$ cat src/rtl/core/nas_pkg.sv
// ----------------------------------------------------------------------------
// nas_pkg
// Shared types and constants for the neighbour average smoother.
// ----------------------------------------------------------------------------
package nas_pkg;

    localparam int unsigned CFG_DATA_W  = 13;
    localparam int unsigned CFG_INDEX_W = 2;

    typedef logic [7:0] pixel_t;

    // Operation codes of an input request.
    localparam logic OP_PIXEL = 1'b0;
    localparam logic OP_DRAIN = 1'b1;

    // Configuration register indexes.
    localparam logic [CFG_INDEX_W-1:0] CFG_MODE   = 2'd0;
    localparam logic [CFG_INDEX_W-1:0] CFG_WIDTH  = 2'd1;
    localparam logic [CFG_INDEX_W-1:0] CFG_HEIGHT = 2'd2;

    localparam logic [10:0] WIDTH_RESET  = 11'd256;
    localparam logic [12:0] HEIGHT_RESET = 13'd256;

    typedef struct packed {
        logic   operation;
        pixel_t pixel_in;
    } in_t;

    typedef struct packed {
        pixel_t pixel_out;
        logic   frame_end;
    } out_t;

    // Position of the output pixel relative to the frame border.
    typedef struct packed {
        logic top;
        logic bottom;
        logic left;
        logic right;
    } edge_flags_t;

    // 3x3 window: 0..2 upper row, 3..5 middle row, 6..8 lower row.
    typedef pixel_t [8:0] window_t;

endpackage

$ cat src/rtl/core/nas_average.sv
// ----------------------------------------------------------------------------
// nas_average
// Neighbour sum and truncating average for one window position.
// ----------------------------------------------------------------------------
module nas_average (
    input  nas_pkg::window_t     win,
    input  nas_pkg::edge_flags_t flags,
    input  logic                 mode,
    output nas_pkg::pixel_t      avg
);
    import nas_pkg::*;

    pixel_t      ul, u, ur, l, r, dl, d, dr;
    pixel_t      lh, rh;
    logic [10:0] sum;

    assign ul = win[0];
    assign u  = win[1];
    assign ur = win[2];
    assign l  = win[3];
    assign r  = win[5];
    assign dl = win[6];
    assign d  = win[7];
    assign dr = win[8];

    // missing horizontal neighbour mirrors the one that exists
    assign lh = flags.left  ? r : l;
    assign rh = flags.right ? l : r;

    always_comb begin
        sum = '0;
        avg = '0;
        if (flags.top) begin
            if (flags.left) begin
                sum = 11'(r) + 11'(d);
                avg = 8'(sum >> 1);
            end else begin
                sum = 11'(l) + 11'(rh) + 11'(d) + 11'(dl);
                avg = 8'(sum >> 2);
            end
        end else if (flags.bottom) begin
            if (flags.right) begin
                sum = 11'(l) + 11'(u);
                avg = 8'(sum >> 1);
            end else begin
                sum = 11'(lh) + 11'(r) + 11'(u) + 11'(ur);
                avg = 8'(sum >> 2);
            end
        end else if (!mode || flags.left || flags.right) begin
            sum = 11'(lh) + 11'(rh) + 11'(u) + 11'(d);
            avg = 8'(sum >> 2);
        end else begin
            sum = ((11'(ul) + 11'(u)) + (11'(ur) + 11'(l)))
                + ((11'(r) + 11'(dl)) + (11'(d) + 11'(dr)));
            avg = 8'(sum >> 3);
        end
    end

endmodule
$ cat config.mk
export PLATFORM = sky130hd
export DESIGN_NAME = nas_average
export DESIGN_NICKNAME = d
export VERILOG_FILES = /design/src/rtl/core/nas_pkg.sv /design/src/rtl/core/nas_average.sv
export SDC_FILE = /design/constraint.sdc
export NUM_CORES = 1
export LEC_CHECK = 0
export BUFFER_PORTS_ARGS = -buffer_cell sky130_fd_sc_hd__buf_4
export CAP_MARGIN = 15
export CORE_AREA = 5 5 141 143
export DETAILED_ROUTE_END_ITERATION = 10
export DIE_AREA = 0 0 146 148
export PLACE_DENSITY = 0.5
export SLEW_MARGIN = 20
export SYNTH_ARGS = -nofsm -noshare
export SYNTH_HDL_FRONTEND = slang
export SYNTH_SLANG_ARGS = --single-unit
$ cat constraint.sdc
create_clock -name vclk -period 8.6
set_input_delay 2.15 -clock vclk [all_inputs]
set_output_delay 2.15 -clock vclk [all_outputs]
set_load 0.03 [all_outputs]
# Word-level counts from Yosys, hierarchy flattened
# Index checks and enable logic that the tools add are counted.
dict set report word_totals {
  reg_bits 0
  in_bits 77
  out_inout_bits 8
  elab_cells 28
}
dict set report classes {
  n_addsub 18
  n_mux 7
  n_reduce_logical 3
}
# cell count
set ops {}
lappend ops {{8-bit by 8-bit adder with 9-bit output} 9}
lappend ops {{8-bit 2-to-1 mux} 7}
lappend ops {{10-bit by 8-bit adder with 10-bit output} 3}
lappend ops {{9-bit by 8-bit adder with 10-bit output} 3}
lappend ops {{9-bit by 9-bit adder with 10-bit output} 2}
lappend ops {{10-bit by 10-bit adder with 11-bit output} 1}
lappend ops {{1-bit logical OR} 2}
lappend ops {{1-bit zero test} 1}

# Longest topological paths before layout
# Gate-level depths: netlist of run 1.
dict set report logic_depth {
  ltp_word 7
  mapped_depth 18
  mapped_depth_nobuf 18
}

# Worst setup path after synthesis of run 1
# OpenSTA, ideal clock, no wires.
dict set report synth_timing {
  path_type {input -> output}
  start {input win[28] in the netlist's numbering}
  end {output avg[6]}
  arrival_ns 6.308
  t_required_ns 6.450
  slack_ns 0.142
  path_stages 15
  path_buffers 0
  path_cell_list {inv_1 > fa_1 > inv_1 > fa_1 > fa_1 > inv_1 > fa_1 > inv_1 > ha_1 > a21oi_1 > o31ai_1 > o31ai_1 > nor4bb_1 > o311ai_1 > a211oi_1}
}
dict set report synth_via {
  elab_chain_cells 7
  elab_cells_between_ends 20
  cone_classes {add/sub (13); mux (7)}
}
# element line_no
set synth_rtl {}
lappend synth_rtl {{start: declaration} nas_average.sv:6} ;# input nas_pkg::window_t win,
lappend synth_rtl {{8-bit 2-to-1 mux, on equally long branches} {nas_average.sv:27, nas_average.sv:28}}
lappend synth_rtl {{8-bit by 8-bit adder with 9-bit output, on equally long branches} {nas_average.sv:50, nas_average.sv:46}}
lappend synth_rtl {{9-bit by 8-bit adder with 10-bit output, on equally long branches} {nas_average.sv:50, nas_average.sv:46}}
lappend synth_rtl {{10-bit by 8-bit adder with 10-bit output, on equally long branches} {nas_average.sv:50, nas_average.sv:46}}
lappend synth_rtl {{8-bit 2-to-1 mux, on equally long branches} {nas_average.sv:49, nas_average.sv:42}}
lappend synth_rtl {{8-bit 2-to-1 mux} nas_average.sv:41} ;# end else if (flags.bottom) begin
lappend synth_rtl {{8-bit 2-to-1 mux *} nas_average.sv:33} ;# if (flags.top) begin
lappend synth_rtl {{end: declaration} nas_average.sv:9} ;# output nas_pkg::pixel_t avg
# Mark *: on every way between the ends. The rest lies on a longest branch, timed or not.

# Worst setup path in the final report of run 1
dict set report layout_timing {
  start {input win[27] in the netlist's numbering}
  end {output avg[6]}
}
# The elaborated chain is that of the path after synthesis.

==> results by group, run 1 <==
Run status
  • Status: completed

Final layout
  • Synthesis-to-finish area growth: 29.1%
  • CLK BUF: 0
  • Most common cell after layout, fill and taps aside: buf_4
  • Share of layout cells above drive strength 1: 24.0%
  • Final Instance Count excl. Fillers: 876
  • Commonest cells after routing, fill and taps aside: buf_4 (128), inv_1 (123), fa_1 (95)
  • FF+latch area: 0 um^2
  • Layout Nets: 862
  • ANT cells: 0
  • FFs & Latches: 0

Flow run
  • Max_cap viols: 0

Die
  • Die area: 21,600 um^2
  • Row cnt: 50
  • I/O pin cnt: 85
  • Die Span Y: 148 um
  • Die Span X: 146 um
  • Core footprint: 18,500 um^2
  • Initial core utilization: 24.6%

Worst setup path
  • WP data required: 6.45 ns
  • CP arrival: 6.31 ns
  • Buf/Inv on CP: 9
  • Cell breakdown of the critical path: buf_4 -> inv_1 -> fa_1 -> inv_1 -> fa_1 -> fa_1 -> inv_1 -> fa_1 -> inv_2 -> buf_4 -> ha_1 -> nand2_1 -> o31ai_1 -> buf_4 -> o31ai_4 -> buf_4 -> nor3_2 -> o311ai_4 -> a211oi_2 -> buf_4
  • CP endpoint kind: output pin
  • Peak fanout along the critical path: 2
  • WP depth: 20
  • Crit path top cell by count: buf_4
  • Crit Path Class: in2out
  • Critical path's slowest cell: fa_1
  • Setup crit start: win[27]
  • CP peak stage delay: 0.54 ns
  • CP Launch Type: primary input
  • Crit path max-delay family: adder cells
  • Crit path capture: avg[6]

STA
  • RSZ-0062 raised after global routing: yes
  • Final setup fails: 0
  • Total negative slack: 0 ns
  • Measured slew at the worst slew-check pin: 0.594 ns
  • Slew headroom: 60.3%
  • Fin. Hold Viols: 0
  • Max frequency: 118 MHz
  • Setup ws final: 0.143 ns
  • Final period utilization: 98.3%
  • Min cycle time layout: 8.46 ns
  • Final slew viol count: 0

Global route
  • Initial antenna violation count: 0
  • Global-route wire length before repair: 21.8 mm
  • GRT Total Usage: 12.6%
  • Number of global-route vias before repair: 4,172
  • Largest net degree at the start of global routing: 28
  • Grt total ovfl: 0

Hold path
  • Worst hold path class: in2out
  • Hold Path Depth: 4

Power
  • P_sw: 0.674 mW
  • Seq pwr share: 0%
  • Combinational share of power: 100.0%
  • Pwr/cell area: 218 nW/um^2
  • Clock Power Share: 0%
  • Peak supply drop: 0.000174 V
  • Leak: 2.92 nW
  • Internal power: 0.605 mW
  • Switching share of power: 52.7%

Placed design
  • Post-DP HPWL: 12.4 mm
  • Placed instance count: 876
  • Routability cong.: 0.829
  • Pre-CTS worst setup slack: -0.231 ns
  • Input/output buffers: 77

Route
  • Drt wl/cell: 15.6 um
  • Initial DRT Pass Iterations: 4
  • DR vias: 3,892
  • Drc violations: 0
  • Starting DRC count in detailed routing: 136
  • Via density: 4.44
  • Routed Antenna Nets: 0
  • Final wirelength: 13.7 mm

Synth
  • Cell count after synthesis: 523
  • Net Count, Synth: 741
  • Cell variety after synth: 54
  • Synth Warn #: 0
  • Sequential area share after synthesis: 0%
  • Netlist Area Pre-Place: 4540 um^2
  • Syn Area/Cell: 8.68 um^2
## layout make-up
type / instances / area [um^2]
fillers: 1946 / 12600
inverters: 130 / 490
multi-input cells: 383 / 4110
well taps: 234 / 293
repair buffers: 129 / 972
## routing by layer
layer	part of all wire (%)	vias to the layer above	GRT usage, %
met5	0	-	0
met4	1.4	0	1.41
met3	3.9	10	0.858
met2	47	101	21.9
met1	48	1852	17.8
li1	-	1929	-
## power by group through the flow
| stage | logic (mW) | clock network [mW] | registers (mW) |
|---|---|---|---|
| final | 1.28 | 0 | 0 |
| after detailed placement | 1.17 | 0 | 0 |
| after global routing | 1.43 | 0 | 0 |
| after CTS | 1.21 | 0 | 0 |
| after global placement | 1.16 | 0 | 0 |
| after floorplan | 0.782 | 0 | 0 |
## cell families (layout without fill, tap and decap cells)
group	count (synthesis)	in the layout	synth area share (%)
AO/OA/AOI/OAI	111	111	16.0
XOR/XNOR	26	26	5.01
adder cells (fa/ha/maj)	141	141	54.7
buffers and inverters	140	259	11.8
multiplexers	8	8	1.85
AND/OR/NAND/NOR	97	97	10.7
## what timing repair did
item / 4_1_cts / 5_1_grt
pin swaps: 13 / 14
hold buffers: 0 / 0
resized for setup: 11 / 13
cloned: 0 / 0
setup endpoints to repair: 3 / 5
setup buffers: 1 / 0
## cells in the mapped netlist (4+ instances only)
cell type | number | area, um^2
o21ai_1 | 20 | 100
xor2_1 | 14 | 123
nor2_1 | 18 | 67.6
o31ai_1 | 4 | 30.0
a21oi_1 | 26 | 130
nand2_1 | 31 | 116
inv_1 | 128 | 480
fa_1 | 96 | 1920
nand2b_1 | 7 | 43.8
xnor2_1 | 12 | 105
o22ai_1 | 4 | 25.0
mux2i_1 | 5 | 50.1
clkbuf_1 | 7 | 26.3
o21a_1 | 6 | 45.0
or3_1 | 5 | 31.3
nor2b_1 | 7 | 43.8
nand4_1 | 4 | 25.0
a211oi_1 | 6 | 45.0
a21o_1 | 7 | 52.6
nand3_1 | 10 | 50.1
o21ai_0 | 11 | 55.1
ha_1 | 45 | 563
## how the worst min path moves through the flow
stage,from,end,slack [ns]
4_1_cts,flags[3],avg[0],4.79
3_5_place_dp,flags[3],avg[0],4.79
6_report,flags[3],avg[0],4.80
3_3_place_gp,flags[3],avg[0],4.80
5_1_grt,flags[3],avg[0],4.82
2_1_floorplan,flags[3],avg[6],4.57
## through the flow
step                      power [mW]  cell area [um^2]  hold slack, ns  util, %
after global placement          1.16              5760            4.80     31.2
after CTS                       1.21              5790            4.79     31.4
after floorplan                0.782              4540            4.57        -
final                           1.28              5870            4.80     31.8
after global routing            1.43              5870            4.82     31.8
after detailed placement        1.17              5760            4.79     31.2
(Power assumes the default switching activity.)
==> run 2, diff against run 1 <==
--- a/config.mk
+++ b/config.mk
@@ -10,7 +10,6 @@
 export CORE_AREA = 5 5 141 143
 export DETAILED_ROUTE_END_ITERATION = 10
 export DIE_AREA = 0 0 146 148
-export PLACE_DENSITY = 0.5
 export SLEW_MARGIN = 20
 export SYNTH_ARGS = -nofsm -noshare
 export SYNTH_HDL_FRONTEND = slang
==> results by group, run 2 (synthesis results as in run 1) <==
Placed design
  • Routability cong.: 0.872 (+5.3%)
  • Pre-CTS worst setup slack: -0.195 ns (+0.0363 ns)
  • Input/output buffers: 77 (unchanged)
  • Post-DP HPWL: 11.9 mm (-3.6%)

Global route
  • GRT Total Usage: 12.1% (-0.51 points)
  • Largest net degree at the start of global routing: 28 (unchanged)
  • Initial antenna violation count: 0 (unchanged)
  • Grt total ovfl: 0 (unchanged)
  • Global-route wire length before repair: 21.2 mm (-2.4%)
  • Number of global-route vias before repair: 4,076 (-2.3%)

STA
  • Final setup fails: 0 (unchanged)
  • Hold WS: 4.82 ns (+0.0134 ns)
  • Final period utilization: 99.0% (+0.66 points)
  • Final slew viol count: 0 (unchanged)
  • Slew headroom: 61.2% (+0.92 points)
  • Measured slew at the worst slew-check pin: 0.580 ns (-0.0138 ns)
  • Setup ws final: 0.0863 ns (-0.0571 ns)
  • Fin. Hold Viols: 0 (unchanged)
  • Max frequency: 117 MHz (-0.67%)
  • RSZ-0062 raised after global routing: yes
  • Min cycle time layout: 8.51 ns (+0.0571 ns)

Route
  • Final wirelength: 13.1 mm (-4.1%)
  • Routed Antenna Nets: 0 (unchanged)
  • Top Metal Used: met4
  • DR vias: 3,876 (-0.41%)
  • Drt wl/cell: 15.0 um (-4.2%)
  • Via density: 4.42 (-0.52%)
  • Met3 WL post-DR: 562 um (+6.4%)
  • WL met2: 5.87 mm (-8.3%)
  • Starting DRC count in detailed routing: 204 (+50%)
  • Initial DRT Pass Iterations: 4 (unchanged)
  • Drc violations: 0 (unchanged)
  • Met1 wire length: 6.46 mm (-1.6%)

Worst setup path
  • CP Launch Type: primary input
  • Peak fanout along the critical path: 5 (+3)
  • Crit Path Class: in2out
  • CP arrival: 6.36 ns (+0.05 ns)
  • CP endpoint kind: output pin
  • WP data required: 6.45 ns (about the same)

Final layout
  • FFs & Latches: 0 (unchanged)
  • CLK BUF: 0 (unchanged)
  • Fin util: 31.8% (+0.054 points)
  • FF+latch area: 0 um^2 (unchanged)
  • Synthesis-to-finish area growth: 29.4%
  • Share of layout cells above drive strength 1: 26.1% (+2.1 points)
  • Number of fill cells: 1,972 (+1.3%)
  • ANT cells: 0 (unchanged)
  • Most common cell after layout, fill and taps aside: buf_4
  • Commonest cells after routing, fill and taps aside: buf_4 (126), inv_1 (115), fa_1 (94)
  • Layout Nets: 863 (+0.12%)

Hold path
  • Hold Path Depth: 3 (-1)
  • Hold_sp: flags[3]
  • Worst hold path class: in2out
  • Worst hold endpoint: avg[3]

Power
  • Seq pwr share: 0% (unchanged)
  • Switching share of power: 52.1% (-0.59 points)
  • P_sw: 0.664 mW (-1.6%)
  • Peak supply drop: 0.000156 V (-10%)
  • Internal power: 0.609 mW (+0.80%)
  • Leak: 2.91 nW (-0.22%)
  • Pwr/cell area: 217 nW/um^2 (-0.62%)
  • Combinational share of power: 100.0% (about the same)
  • Clock Power Share: 0% (unchanged)

Run status
  • Status: completed

Die
  • Die Span X: 146 um (unchanged)
  • Die area: 21,600 um^2 (unchanged)
  • Row cnt: 50 (unchanged)
  • Core footprint: 18,500 um^2 (unchanged)
  • Die Span Y: 148 um (unchanged)
  • Initial core utilization: 24.6% (unchanged)
  • I/O pin cnt: 85 (unchanged)

Flow run
  • Max_cap viols: 0 (unchanged)
## run 2: timing repair
action	CTS	global route
gates resized for setup	18	22
setup endpoints to repair	3	6
hold buffers	0	0
pin swaps	18	9
hold endpoints to repair	0	0
setup buffers	2	2
## run 2: area by class of cell
class                           instances  area, um^2  share of cell area (%)
Inverter                              130         493                    8.39
Multi-Input combinational cell        383        4100                    69.7
Tap cell                              234         293                    4.98
Timing Repair Buffer                  130         995                    16.9
## run 2: critical path, stage by stage
cell and delay [ns]:
buf_4 0.08, inv_1 0.08, fa_1 0.55, inv_1 0.06
fa_1 0.49, fa_1 0.49, inv_1 0.05, fa_1 0.47
inv_1 0.04, ha_2 0.37, nand2_1 0.06, o31ai_1 0.20
buf_4 0.16, o31ai_2 0.07, buf_4 0.14, buf_4 0.14
nor3_2 0.20, o311ai_2 0.16, a211oi_2 0.20, buf_4 0.20
## run 2: how the worst max path moves through the flow
stage,start,to,slack [ns],depth (start not counted)
after detailed placement,win[26],avg[5],-0.20,19
after global routing,win[29],avg[5],-0.12,20
after global placement,win[26],avg[5],-0.23,19
final,win[28],avg[6],0.09,20
after floorplan,win[28],avg[6],0.14,15
after CTS,win[2],avg[5],0.01,20
## run 2: metal layers
| layer | global-route usage (%) | up-vias |
|---|---|---|
| met2 | 19.7 | 114 |
| met3 | 0.889 | 13 |
| met1 | 18.0 | 1807 |
| li1 | - | 1942 |
| met4 | 1.74 | 0 |
| met5 | 0 | - |
## run 2: power groups by stage
stage | combinational [mW] | clock [mW] | sequential (mW)
2_1_floorplan | 0.782 | 0 | 0
6_report | 1.27 | 0 | 0
3_5_place_dp | 1.16 | 0 | 0
4_1_cts | 1.21 | 0 | 0
5_1_grt | 1.42 | 0 | 0
3_3_place_gp | 1.16 | 0 | 0
## run 2: metrics by stage
step           instances  TNS, ns  area (um^2)  power (mW)
2_1_floorplan        523        0         4540       0.782
6_report             877        0         5880        1.27
3_5_place_dp         874   -0.429         5740        1.16
3_3_place_gp         874   -0.538         5740        1.16
4_1_cts              875        0         5780        1.21
5_1_grt              877   -0.215         5880        1.42
